**src/rtl/pctm_pkg.sv**
```systemverilog
package pctm_pkg;

    localparam int unsigned PIXEL_W = 8;
    localparam int unsigned NUM_W   = 16;
    localparam int unsigned MODE_W  = 3;
    localparam int unsigned INDEX_W = 2;

    localparam logic [MODE_W-1:0] MODE_RESCALE       = 3'd0;
    localparam logic [MODE_W-1:0] MODE_RESCALE_MASK  = 3'd1;
    localparam logic [MODE_W-1:0] MODE_BIN_INSIDE    = 3'd2;
    localparam logic [MODE_W-1:0] MODE_BIN_OUTSIDE   = 3'd3;
    localparam logic [MODE_W-1:0] MODE_SATURATE      = 3'd4;

    localparam logic [INDEX_W-1:0] REG_THRESHOLD_FIRST  = 2'd0;
    localparam logic [INDEX_W-1:0] REG_THRESHOLD_SECOND = 2'd1;
    localparam logic [INDEX_W-1:0] REG_MODE             = 2'd2;

    localparam logic [PIXEL_W-1:0] PIXEL_MIN = 8'd0;
    localparam logic [PIXEL_W-1:0] PIXEL_MAX = 8'd255;

    typedef struct packed {
        logic [NUM_W-1:0]   rem;
        logic [PIXEL_W-1:0] den;
        logic [PIXEL_W-1:0] quo;
        logic               bypass;
        logic [PIXEL_W-1:0] byp_val;
    } div_item_t;

    typedef struct packed {
        logic             qbit;
        logic [NUM_W-1:0] rem;
    } div_step_t;

    // One restoring step: try to take the divisor shifted left by sh from the partial remainder.
    function automatic div_step_t div_step(input logic [NUM_W-1:0]   rem,
                                           input logic [PIXEL_W-1:0] den,
                                           input logic [2:0]         sh);
        logic [NUM_W-1:0] shifted;
        div_step_t        res;
        shifted = {{(NUM_W-PIXEL_W){1'b0}}, den} << sh;
        if (rem >= shifted)
        begin
            res.qbit = 1'b1;
            res.rem  = rem - shifted;
        end
        else
        begin
            res.qbit = 1'b0;
            res.rem  = rem;
        end
        return res;
    endfunction

endpackage

```
**src/rtl/pctm_div_pipe.sv**
```systemverilog
module pctm_div_pipe (
    input  logic                 clk,
    input  logic                 rst_n,
    input  logic                 in_valid,
    output logic                 in_ready,
    input  pctm_pkg::div_item_t  in_data,
    output logic                 out_valid,
    input  logic                 out_ready,
    output pctm_pkg::div_item_t  out_data
);

    // Two quotient bits are resolved in each stage, most significant first.
    localparam int unsigned NSTAGE = 4;

    logic                v_reg  [NSTAGE];
    pctm_pkg::div_item_t st_reg [NSTAGE];
    logic                en     [NSTAGE+1];

    assign en[NSTAGE] = out_ready;
    assign in_ready   = en[0];
    assign out_valid  = v_reg[NSTAGE-1];
    assign out_data   = st_reg[NSTAGE-1];

    genvar k;
    generate
        for (k = 0; k < NSTAGE; k++)
        begin : g_stage
            localparam logic [2:0] SH_HI = 3'(7 - 2 * k);
            localparam logic [2:0] SH_LO = 3'(6 - 2 * k);

            logic                prev_valid;
            pctm_pkg::div_item_t prev_data;
            pctm_pkg::div_step_t step_hi;
            pctm_pkg::div_step_t step_lo;
            pctm_pkg::div_item_t st_next;

            if (k == 0)
            begin : g_first
                assign prev_valid = in_valid;
                assign prev_data  = in_data;
            end
            else
            begin : g_rest
                assign prev_valid = v_reg[k-1];
                assign prev_data  = st_reg[k-1];
            end

            assign en[k] = !v_reg[k] || en[k+1];

            always_comb
            begin
                step_hi     = pctm_pkg::div_step(prev_data.rem, prev_data.den, SH_HI);
                step_lo     = pctm_pkg::div_step(step_hi.rem, prev_data.den, SH_LO);
                st_next     = prev_data;
                st_next.rem = step_lo.rem;
                st_next.quo = {prev_data.quo[pctm_pkg::PIXEL_W-3:0], step_hi.qbit, step_lo.qbit};
            end

            always_ff @(posedge clk or negedge rst_n)
            begin
                if (!rst_n)
                begin
                    v_reg[k] <= 1'b0;
                end
                else if (en[k])
                begin
                    v_reg[k] <= prev_valid;
                end
            end

            always_ff @(posedge clk)
            begin
                if (en[k] && prev_valid)
                begin
                    st_reg[k] <= st_next;
                end
            end
        end
    endgenerate

    // For a non-bypass item the numerator is below 256 times the divisor, so eight steps leave a proper remainder.
    a_rem_below_den: assert property (@(posedge clk) disable iff (!rst_n)
        (out_valid && !out_data.bypass) |-> (out_data.rem < {8'd0, out_data.den}))
        else $error("divider remainder not below divisor");

    a_in_ready_when_empty: assert property (@(posedge clk) disable iff (!rst_n)
        (!v_reg[0] && !v_reg[1] && !v_reg[2] && !v_reg[3]) |-> in_ready)
        else $error("empty divider refused an item");

    a_out_stall_holds: assert property (@(posedge clk) disable iff (!rst_n)
        (out_valid && !out_ready) |=> (out_valid && $stable(out_data.quo)))
        else $error("stalled quotient changed");

endmodule

```
**src/rtl/pixel_contrast_threshold_map.sv**
```systemverilog
// Channel   Direction  Payload
// s_axis    in         tdata[7:0] pixel_in
// m_axis    out        tdata[7:0] pixel_out
// cfg       in         cfg_index 0 first threshold, 1 second threshold, 2 mode
//
// One pixel is taken in every clock while the output is not stalled; a taken pixel passes in order
// through a preparation stage, four stages of a radix-4 restoring divider and the output register.
// Reset clears all valid bits and sets the thresholds to 0 and 255 and the mode to rescale.
// An output stall holds each full stage whose later stages are all full; items still move into empty stages.
module pixel_contrast_threshold_map (
    input  logic                            clk,
    input  logic                            rst_n,
    input  logic                            s_axis_tvalid,
    output logic                            s_axis_tready,
    input  logic [pctm_pkg::PIXEL_W-1:0]    s_axis_tdata,   // [7:0] pixel_in
    output logic                            m_axis_tvalid,
    input  logic                            m_axis_tready,
    output logic [pctm_pkg::PIXEL_W-1:0]    m_axis_tdata,   // [7:0] pixel_out
    input  logic                            cfg_wen,
    input  logic [pctm_pkg::INDEX_W-1:0]    cfg_index,
    input  logic [pctm_pkg::PIXEL_W-1:0]    cfg_wdata
);

    logic [pctm_pkg::PIXEL_W-1:0] thr_first_reg;
    logic [pctm_pkg::PIXEL_W-1:0] thr_second_reg;
    logic [pctm_pkg::MODE_W-1:0]  mode_reg;

    logic                s1_valid_reg;
    pctm_pkg::div_item_t s1_data_reg;
    pctm_pkg::div_item_t s1_data_next;
    logic                s1_en;

    logic                div_in_ready;
    logic                div_out_valid;
    logic                div_out_ready;
    pctm_pkg::div_item_t div_out_data;

    logic                         out_valid_reg;
    logic [pctm_pkg::PIXEL_W-1:0] out_data_reg;
    logic [pctm_pkg::PIXEL_W-1:0] out_data_next;

    logic [pctm_pkg::PIXEL_W-1:0] pix;
    logic [pctm_pkg::PIXEL_W-1:0] lo;
    logic [pctm_pkg::PIXEL_W-1:0] hi;
    logic [pctm_pkg::PIXEL_W-1:0] pix_eff;
    logic [pctm_pkg::PIXEL_W-1:0] offset;
    logic [pctm_pkg::PIXEL_W-1:0] span;
    logic                         rising;
    logic                         below;
    logic                         above;

    always_ff @(posedge clk or negedge rst_n)
    begin
        if (!rst_n)
        begin
            thr_first_reg  <= pctm_pkg::PIXEL_MIN;
            thr_second_reg <= pctm_pkg::PIXEL_MAX;
            mode_reg       <= pctm_pkg::MODE_RESCALE;
        end
        else if (cfg_wen)
        begin
            case (cfg_index)
                pctm_pkg::REG_THRESHOLD_FIRST:  thr_first_reg  <= cfg_wdata;
                pctm_pkg::REG_THRESHOLD_SECOND: thr_second_reg <= cfg_wdata;
                pctm_pkg::REG_MODE:             mode_reg       <= cfg_wdata[pctm_pkg::MODE_W-1:0];
                default:                        ;
            endcase
        end
    end

    // Preparation: clamp the pixel to the window (mask mode: above goes to lo); rescale is 255*offset/span.
    always_comb
    begin
        pix    = s_axis_tdata;
        rising = thr_first_reg < thr_second_reg;
        lo     = rising ? thr_first_reg : thr_second_reg;
        hi     = rising ? thr_second_reg : thr_first_reg;
        below  = pix < lo;
        above  = pix > hi;

        if (below)
        begin
            pix_eff = lo;
        end
        else if (above)
        begin
            pix_eff = (mode_reg == pctm_pkg::MODE_RESCALE_MASK) ? lo : hi;
        end
        else
        begin
            pix_eff = pix;
        end

        offset = rising ? (pix_eff - thr_first_reg) : (thr_first_reg - pix_eff);
        span   = hi - lo;

        s1_data_next.rem     = {offset, 8'd0} - {8'd0, offset};
        s1_data_next.den     = span;
        s1_data_next.quo     = '0;
        s1_data_next.bypass  = 1'b1;
        s1_data_next.byp_val = pctm_pkg::PIXEL_MIN;

        case (mode_reg)
            pctm_pkg::MODE_RESCALE, pctm_pkg::MODE_RESCALE_MASK:
            begin
                s1_data_next.bypass = (span == pctm_pkg::PIXEL_MIN);
            end
            pctm_pkg::MODE_BIN_INSIDE:
            begin
                s1_data_next.byp_val = (below || above) ? pctm_pkg::PIXEL_MIN : pctm_pkg::PIXEL_MAX;
            end
            pctm_pkg::MODE_BIN_OUTSIDE:
            begin
                s1_data_next.byp_val = (below || above) ? pctm_pkg::PIXEL_MAX : pctm_pkg::PIXEL_MIN;
            end
            pctm_pkg::MODE_SATURATE:
            begin
                s1_data_next.byp_val = below ? lo : (above ? hi : pix);
            end
            default:
            begin
                s1_data_next.byp_val = pctm_pkg::PIXEL_MIN;
            end
        endcase
    end

    assign s1_en         = !s1_valid_reg || div_in_ready;
    assign s_axis_tready = s1_en;

    always_ff @(posedge clk or negedge rst_n)
    begin
        if (!rst_n)
        begin
            s1_valid_reg <= 1'b0;
        end
        else if (s1_en)
        begin
            s1_valid_reg <= s_axis_tvalid;
        end
    end

    always_ff @(posedge clk)
    begin
        if (s1_en && s_axis_tvalid)
        begin
            s1_data_reg <= s1_data_next;
        end
    end

    pctm_div_pipe u_div (
        .clk       (clk),
        .rst_n     (rst_n),
        .in_valid  (s1_valid_reg),
        .in_ready  (div_in_ready),
        .in_data   (s1_data_reg),
        .out_valid (div_out_valid),
        .out_ready (div_out_ready),
        .out_data  (div_out_data)
    );

    assign div_out_ready = !out_valid_reg || m_axis_tready;
    assign out_data_next = div_out_data.bypass ? div_out_data.byp_val : div_out_data.quo;

    always_ff @(posedge clk or negedge rst_n)
    begin
        if (!rst_n)
        begin
            out_valid_reg <= 1'b0;
        end
        else if (div_out_ready)
        begin
            out_valid_reg <= div_out_valid;
        end
    end

    always_ff @(posedge clk)
    begin
        if (div_out_ready && div_out_valid)
        begin
            out_data_reg <= out_data_next;
        end
    end

    assign m_axis_tvalid = out_valid_reg;
    assign m_axis_tdata  = out_data_reg;

    a_ready_when_out_empty: assert property (@(posedge clk) disable iff (!rst_n)
        !out_valid_reg |-> div_out_ready)
        else $error("empty output register refused a transfer");

    a_num_bounded: assert property (@(posedge clk) disable iff (!rst_n)
        (s1_valid_reg && !s1_data_reg.bypass) |->
        (s1_data_reg.den != 8'd0 && s1_data_reg.rem <= ({8'd0, s1_data_reg.den} << 8)
                                                      - {8'd0, s1_data_reg.den}))
        else $error("rescale numerator outside the window span");

    a_out_from_divider: assert property (@(posedge clk) disable iff (!rst_n)
        $rose(out_valid_reg) |-> $past(div_out_valid))
        else $error("output became valid without a divider result");

endmodule
```
**config.mk**
```make
export PLATFORM = sky130hd
export DESIGN_NAME = pixel_contrast_threshold_map
export DESIGN_NICKNAME = d
export VERILOG_FILES = /design/src/rtl/pctm_pkg.sv /design/src/rtl/pctm_div_pipe.sv /design/src/rtl/pixel_contrast_threshold_map.sv
export SDC_FILE = /design/constraint.sdc
export NUM_CORES = 1
export LEC_CHECK = 0
export BUFFER_PORTS_ARGS = -buffer_cell sky130_fd_sc_hd__clkbuf_2
export CORE_AREA = 3 3 144 146
export CTS_BUF_LIST = sky130_fd_sc_hd__clkbuf_16
export DETAILED_ROUTE_END_ITERATION = 7
export DIE_AREA = 0 0 147 149
export PLACE_DENSITY_LB_ADDON = 0.25
export SETUP_SLACK_MARGIN = 0.1
export SYNTH_ARGS = -nofsm -noshare
export SYNTH_HDL_FRONTEND = slang
export SYNTH_SLANG_ARGS = --single-unit
export TNS_END_PERCENT = 50
```
**constraint.sdc**
```tcl
create_clock -name clk -period 11.1 [get_ports clk]
set_clock_uncertainty 0.05 [all_clocks]
set_input_delay 2.775 -clock clk [delete_from_list [all_inputs] [get_ports clk]]
set_output_delay 2.775 -clock clk [all_outputs]
set_load 0.005 [all_outputs]
```
## Yosys cells after proc, flatten, opt, wreduce, memory -nomap -nowiden

Memories as Yosys holds them, arrays and structs flattened.
Cells that the tools add are included.

- Eq/ne operators: 6
- Reduce and logical (&&, ||, !) cells: 26
- Add/sub/neg operators: 12
- Multiplexer cells: 28
- Order comparisons: 11

Operator list:

| cell | count |
|---|---|
| $mux 17 | 8 |
| $mux 8 | 11 |
| $sub 16x8->16 | 2 |
| $pmux 8 s3 | 1 |
| $sub 8x8->8 | 3 |
| $ge 16x10->1 | 1 |
| $ge 16x11->1 | 1 |
| $ge 16x12->1 | 1 |
| $ge 16x13->1 | 1 |
| $ge 16x14->1 | 1 |
| $ge 16x15->1 | 1 |
| $ge 16x8->1 | 1 |
| $ge 16x9->1 | 1 |
| $lt 8x8->1 | 2 |
| $sub 16x10->16 | 1 |
| $sub 16x11->16 | 1 |
| $sub 16x12->16 | 1 |
| $sub 16x13->16 | 1 |
| $sub 16x14->16 | 1 |
| $sub 16x15->16 | 1 |
| $sub 16x9->16 | 1 |
| $gt 8x8->1 | 1 |
| $logic_not 8->1 | 1 |
| $mux 1 | 8 |
| 12 further kinds | 31 |

- RAM bits: 164
- Memories kept: 1
- Bits in registers: 66
- Logic and storage cells: 98
- Input bits: 23
- Output and inout bits: 10

Memories:

| memory | depth | width | rd ports | clocked after memory_dff | write ports | RTL line | source |
|---|---|---|---|---|---|---|---|
| u_div.st_reg | 4 | 41 | 4 | 0 | 4 | pctm_div_pipe.sv:16 | `pctm_pkg::div_item_t st_reg [NSTAGE];` |

## Depth between registers and ports, before layout

- Depth after elaboration: 9
- Depth in mapped cells: 32
- Mapped depth without buffers: 28

## Cells and area by module

A second synthesis with hierarchy kept.

- Cell total of the unflattened synthesis: 1,300
- Area total of the unflattened synthesis: 13,839.5 um^2

Modules (own cells, without submodules):

| module | sequential area each (um^2) | cells an instance | times used | area each (um^2) |
|---|---|---|---|---|
| pctm_div_pipe | 4,664.5 | 854 | 1 | 9,377.7 |
| pixel_contrast_threshold_map | 1,766.7 | 446 | 1 | 4,461.8 |

## Worst setup path after synthesis

No wires, ideal clock.

- Path kind: input to register
- From: input s_axis_tdata[5] in the netlist's numbering
- To: register s1_data_reg[33] in the netlist's numbering, data pin
- Required time: 10.785 ns
- Path buffers: 1
- Setup slack: 3.971 ns
- Arrival: 6.814 ns
- Stages: 19
- Library setup time: 0.265 ns
- Cell sequence: ha_1 > a21o_1 > a21oi_1 > nand2_1 > or2_2 > o31a_1 > clkbuf_1 > nand2_1 > nand2_1 > o21a_1 > ha_1 > o21ai_0 > a21boi_0 > o221ai_1 > a31oi_1 > mux2_2 > or3b_4 > a2111oi_4 > xnor2_1

RTL lines:

| item | RTL line | source |
|---|---|---|
| start, declared | pixel_contrast_threshold_map.sv:15 | `input logic [pctm_pkg::PIXEL_W-1:0] s_axis_tdata,` |
| end signal, assigned | pixel_contrast_threshold_map.sv:146 | `s1_data_reg <= s1_data_next;` |
| end, declared | pixel_contrast_threshold_map.sv:29 | `pctm_pkg::div_item_t s1_data_reg;` |

==> impl_metrics.toml <==
[layout]
number_of_diodes = 0
number_of_flip_flops_in_the_largest_register = 128
final_design_area_no_fill_um2 = 13700
flow.area_growth_from_synthesis_pct = 8.86
final_common_cell = "edfxtp_1"
final_util_pct = 70.2
nets = 1379
mostFrequentLayoutCells = "169 x edfxtp_1, 103 x inv_1, 103 x ha_1, 99 x nand2_1, 91 x nor2_1"
layout-drive-gt1-share_pct = 12.6

[synth]
post_synth_num_cell_types = 89
ys_seq_area_share_pct = 45.4
synth_mux_area_share_pct = 4.40
largest_family_of_logic_cells_by_synthesized_area = "compound AO/OA/AOI/OAI gates"
syn_nets = 1343
synth_enable_flop_cells = 169
postSynthCellCount = 1208
synth.yosys.warnings = 0
post_synth_adder_cell_area_pct = 11.7
synth_seq_cells = 194
synth.area.top_cells = "edfxtp_1 40%, ha_1 10%, mux2_2 3.6%"
synthDominantAreaCellType = "edfxtp_1"
avgSynthCellArea_um2 = 10.4
synth_area_um2 = 12600
synth.top_cell.area_share_pct = 40.3
post_synth_xor_area_fraction_pct = 3.27
ys_dominant_reg_cell = "edfxtp_1"
asyncSetResetFlopFracSynth_pct = 12.9
synthSimpleGateAreaFrac_pct = 14.2
synth-compound-area-share_pct = 17.1

[global_route]
number_of_antenna_violations_at_the_first_check_in_global_routing = 1
global_route.usage.total_pct = 25.0
global_route_total_overflow = 0
first_global_vias = 8849
grt_pass1_wl_um = 43800
grt_start_max_net_pins = 40

[setup_path]
cpPeakStageDelay_ns = 0.61
cp_data_arrival_time_ns = 7.84
timing.critical_path.max_delay_family = "compound AO/OA/AOI/OAI gates"
critPathMaxFanout = 30
crit_path_frequent_cell = "nand2_1"
critical_path_class = "reg2reg"
critical-path-slowest-cell = "dfstp_2"
cp-start-kind = "flop"
worstPathRequired_ns = 11.24
setup.worst_path.end_class = "flop"
critical_path.n_buffers_inverters = 2

[sta]
max_freq_ghz = 0.130
fin_crit_sh_pct = 69.3
final-setup-viol-count = 0
timing.max_slew.rel_slack_pct = 18.2
hold_violations = 0
post-route-min-period_ns = 7.69
unrepaired_setup_endpoints_after_global_routing = "no"
finalWorstSetupSlack_ns = 3.41
final.setup.tns_ns = 0
worst_pin_slew_ns = 1.23
slew_violations = 0

[floorplan]
floorplan.initialDensity_pct = 64.5
fp.dieH_um = 149
core_area_um2 = 19500
chipWidth_um = 147
num_io_pins = 33
std_cell_rows = 51
design.die.area_um2 = 21900

[clock_network]
clock_sink_count = 194
cts_tree = "built"
cts_max_level = 4
cts_buffer_depth = 2
hold_buffers = 0
cts_resized = 0
cts_buffers = 17
clk_transition_reported_paths_ns = 0.09
cts.root.buffer_cell = "clkbuf_16"
cts.repair_timing.setup_buffer_count = 0
clkLatencyLatePin_ns = 0.45

[drt]
average_wire_length_per_cell_after_detail_routing_um = 17.6
drcViolationCount = 0
vias_per_cell = 6.08
drtPass1Iterations = 5
drt_iter0_markers = 702
drt-total-wl_um = 26800
drt.antenna.violating_nets = 0
detailroute.via_count = 9254

[place]
detailed_place.area_um2 = 13100
port_buffers = 32
dp_slack_ns = 3.35
gp_routability_congestion = 0.969
place_hpwl_um = 20300

[hold_path]
holdCritPathClass = "reg2reg"

[run]
drv.max_cap_violation_count = 0

[outcome]
outcome = "finished clean"
cell families after synthesis:
| group | count (synthesis) |
|---|---|
| simple gates | 350 |
| compound gates | 325 |
| flops | 194 |
| buf+inv | 130 |
| fa+ha+maj | 112 |
| mux | 50 |
| xor+xnor | 47 |
final timing paths:
kind	startpoint	end	slack, ns	depth (start not counted)
max	thr_second_reg[3]$_DFFE_PN1P_	s1_data_reg[33]$_DFFE_PP_	3.41	25
min	s1_data_reg[7]$_DFFE_PP_	u_div.st_reg[0][7]$_DFFE_PP_	0.37	0
max reg2reg	thr_second_reg[3]$_DFFE_PN1P_	s1_data_reg[33]$_DFFE_PP_	3.41	25
min reg2reg	s1_data_reg[7]$_DFFE_PP_	u_div.st_reg[0][7]$_DFFE_PP_	0.37	0
max in group asynchronous	rst_n	thr_first_reg[4]$_DFFE_PN0P_	8.26	1
min in group asynchronous	rst_n	thr_first_reg[7]$_DFFE_PN0P_	2.30	1
layout make-up:
type / instances / area, µm²
multi-input cells: 884 / 6390
fillers: 1398 / 5820
flip-flops and latches: 194 / 5710
clock buffers: 17 / 425
inverters: 106 / 398
well taps: 265 / 332
repair buffers: 41 / 228
clock inverters: 15 / 220
stage by stage:
step	hold slack (ns)	instances
6_report	0.369	1522
5_1_grt	0.380	1522
4_1_cts	0.371	1522
3_5_place_dp	0.355	1490
3_3_place_gp	0.350	1490
2_1_floorplan	0.350	1208
Yosys cell counts, types with 6 or more instances:
cell type,number
edfxtp_1,169
ha_1,103
inv_1,103
nand2_1,99
nor2_1,91
a21oi_1,89
o21ai_0,71
mux2_2,40
xnor2_1,34
a21o_1,23
o21a_1,22
dfrtp_1,17
nor2b_1,17
nor3_1,17
clkbuf_1,16
nand3_1,15
nand4_1,15
nand2b_1,14
a211oi_1,13
o31ai_1,13
xor2_1,13
nor4_1,11
o211ai_1,11
o21bai_1,11
a21boi_0,10
fa_1,9
mux2i_1,9
or3_1,9
dfstp_2,8
and2_1,7
and3_1,7
nor4b_1,7
or4_1,7
a31oi_1,6
nand3b_1,6
o31a_1,6
layer usage:
metal  global-route usage [%]  vias up  part of all wire, %
met4                     8.48        2                  2.7
met2                     43.1      281                   49
met3                     4.35       55                  4.9
met5                        0        -                0.041
met1                     32.2     4379                   43
li1                         -     4537                    -
Power is not shown: default switching activity piles up to over one toggle a cycle in this logic, so the estimate is an artifact.
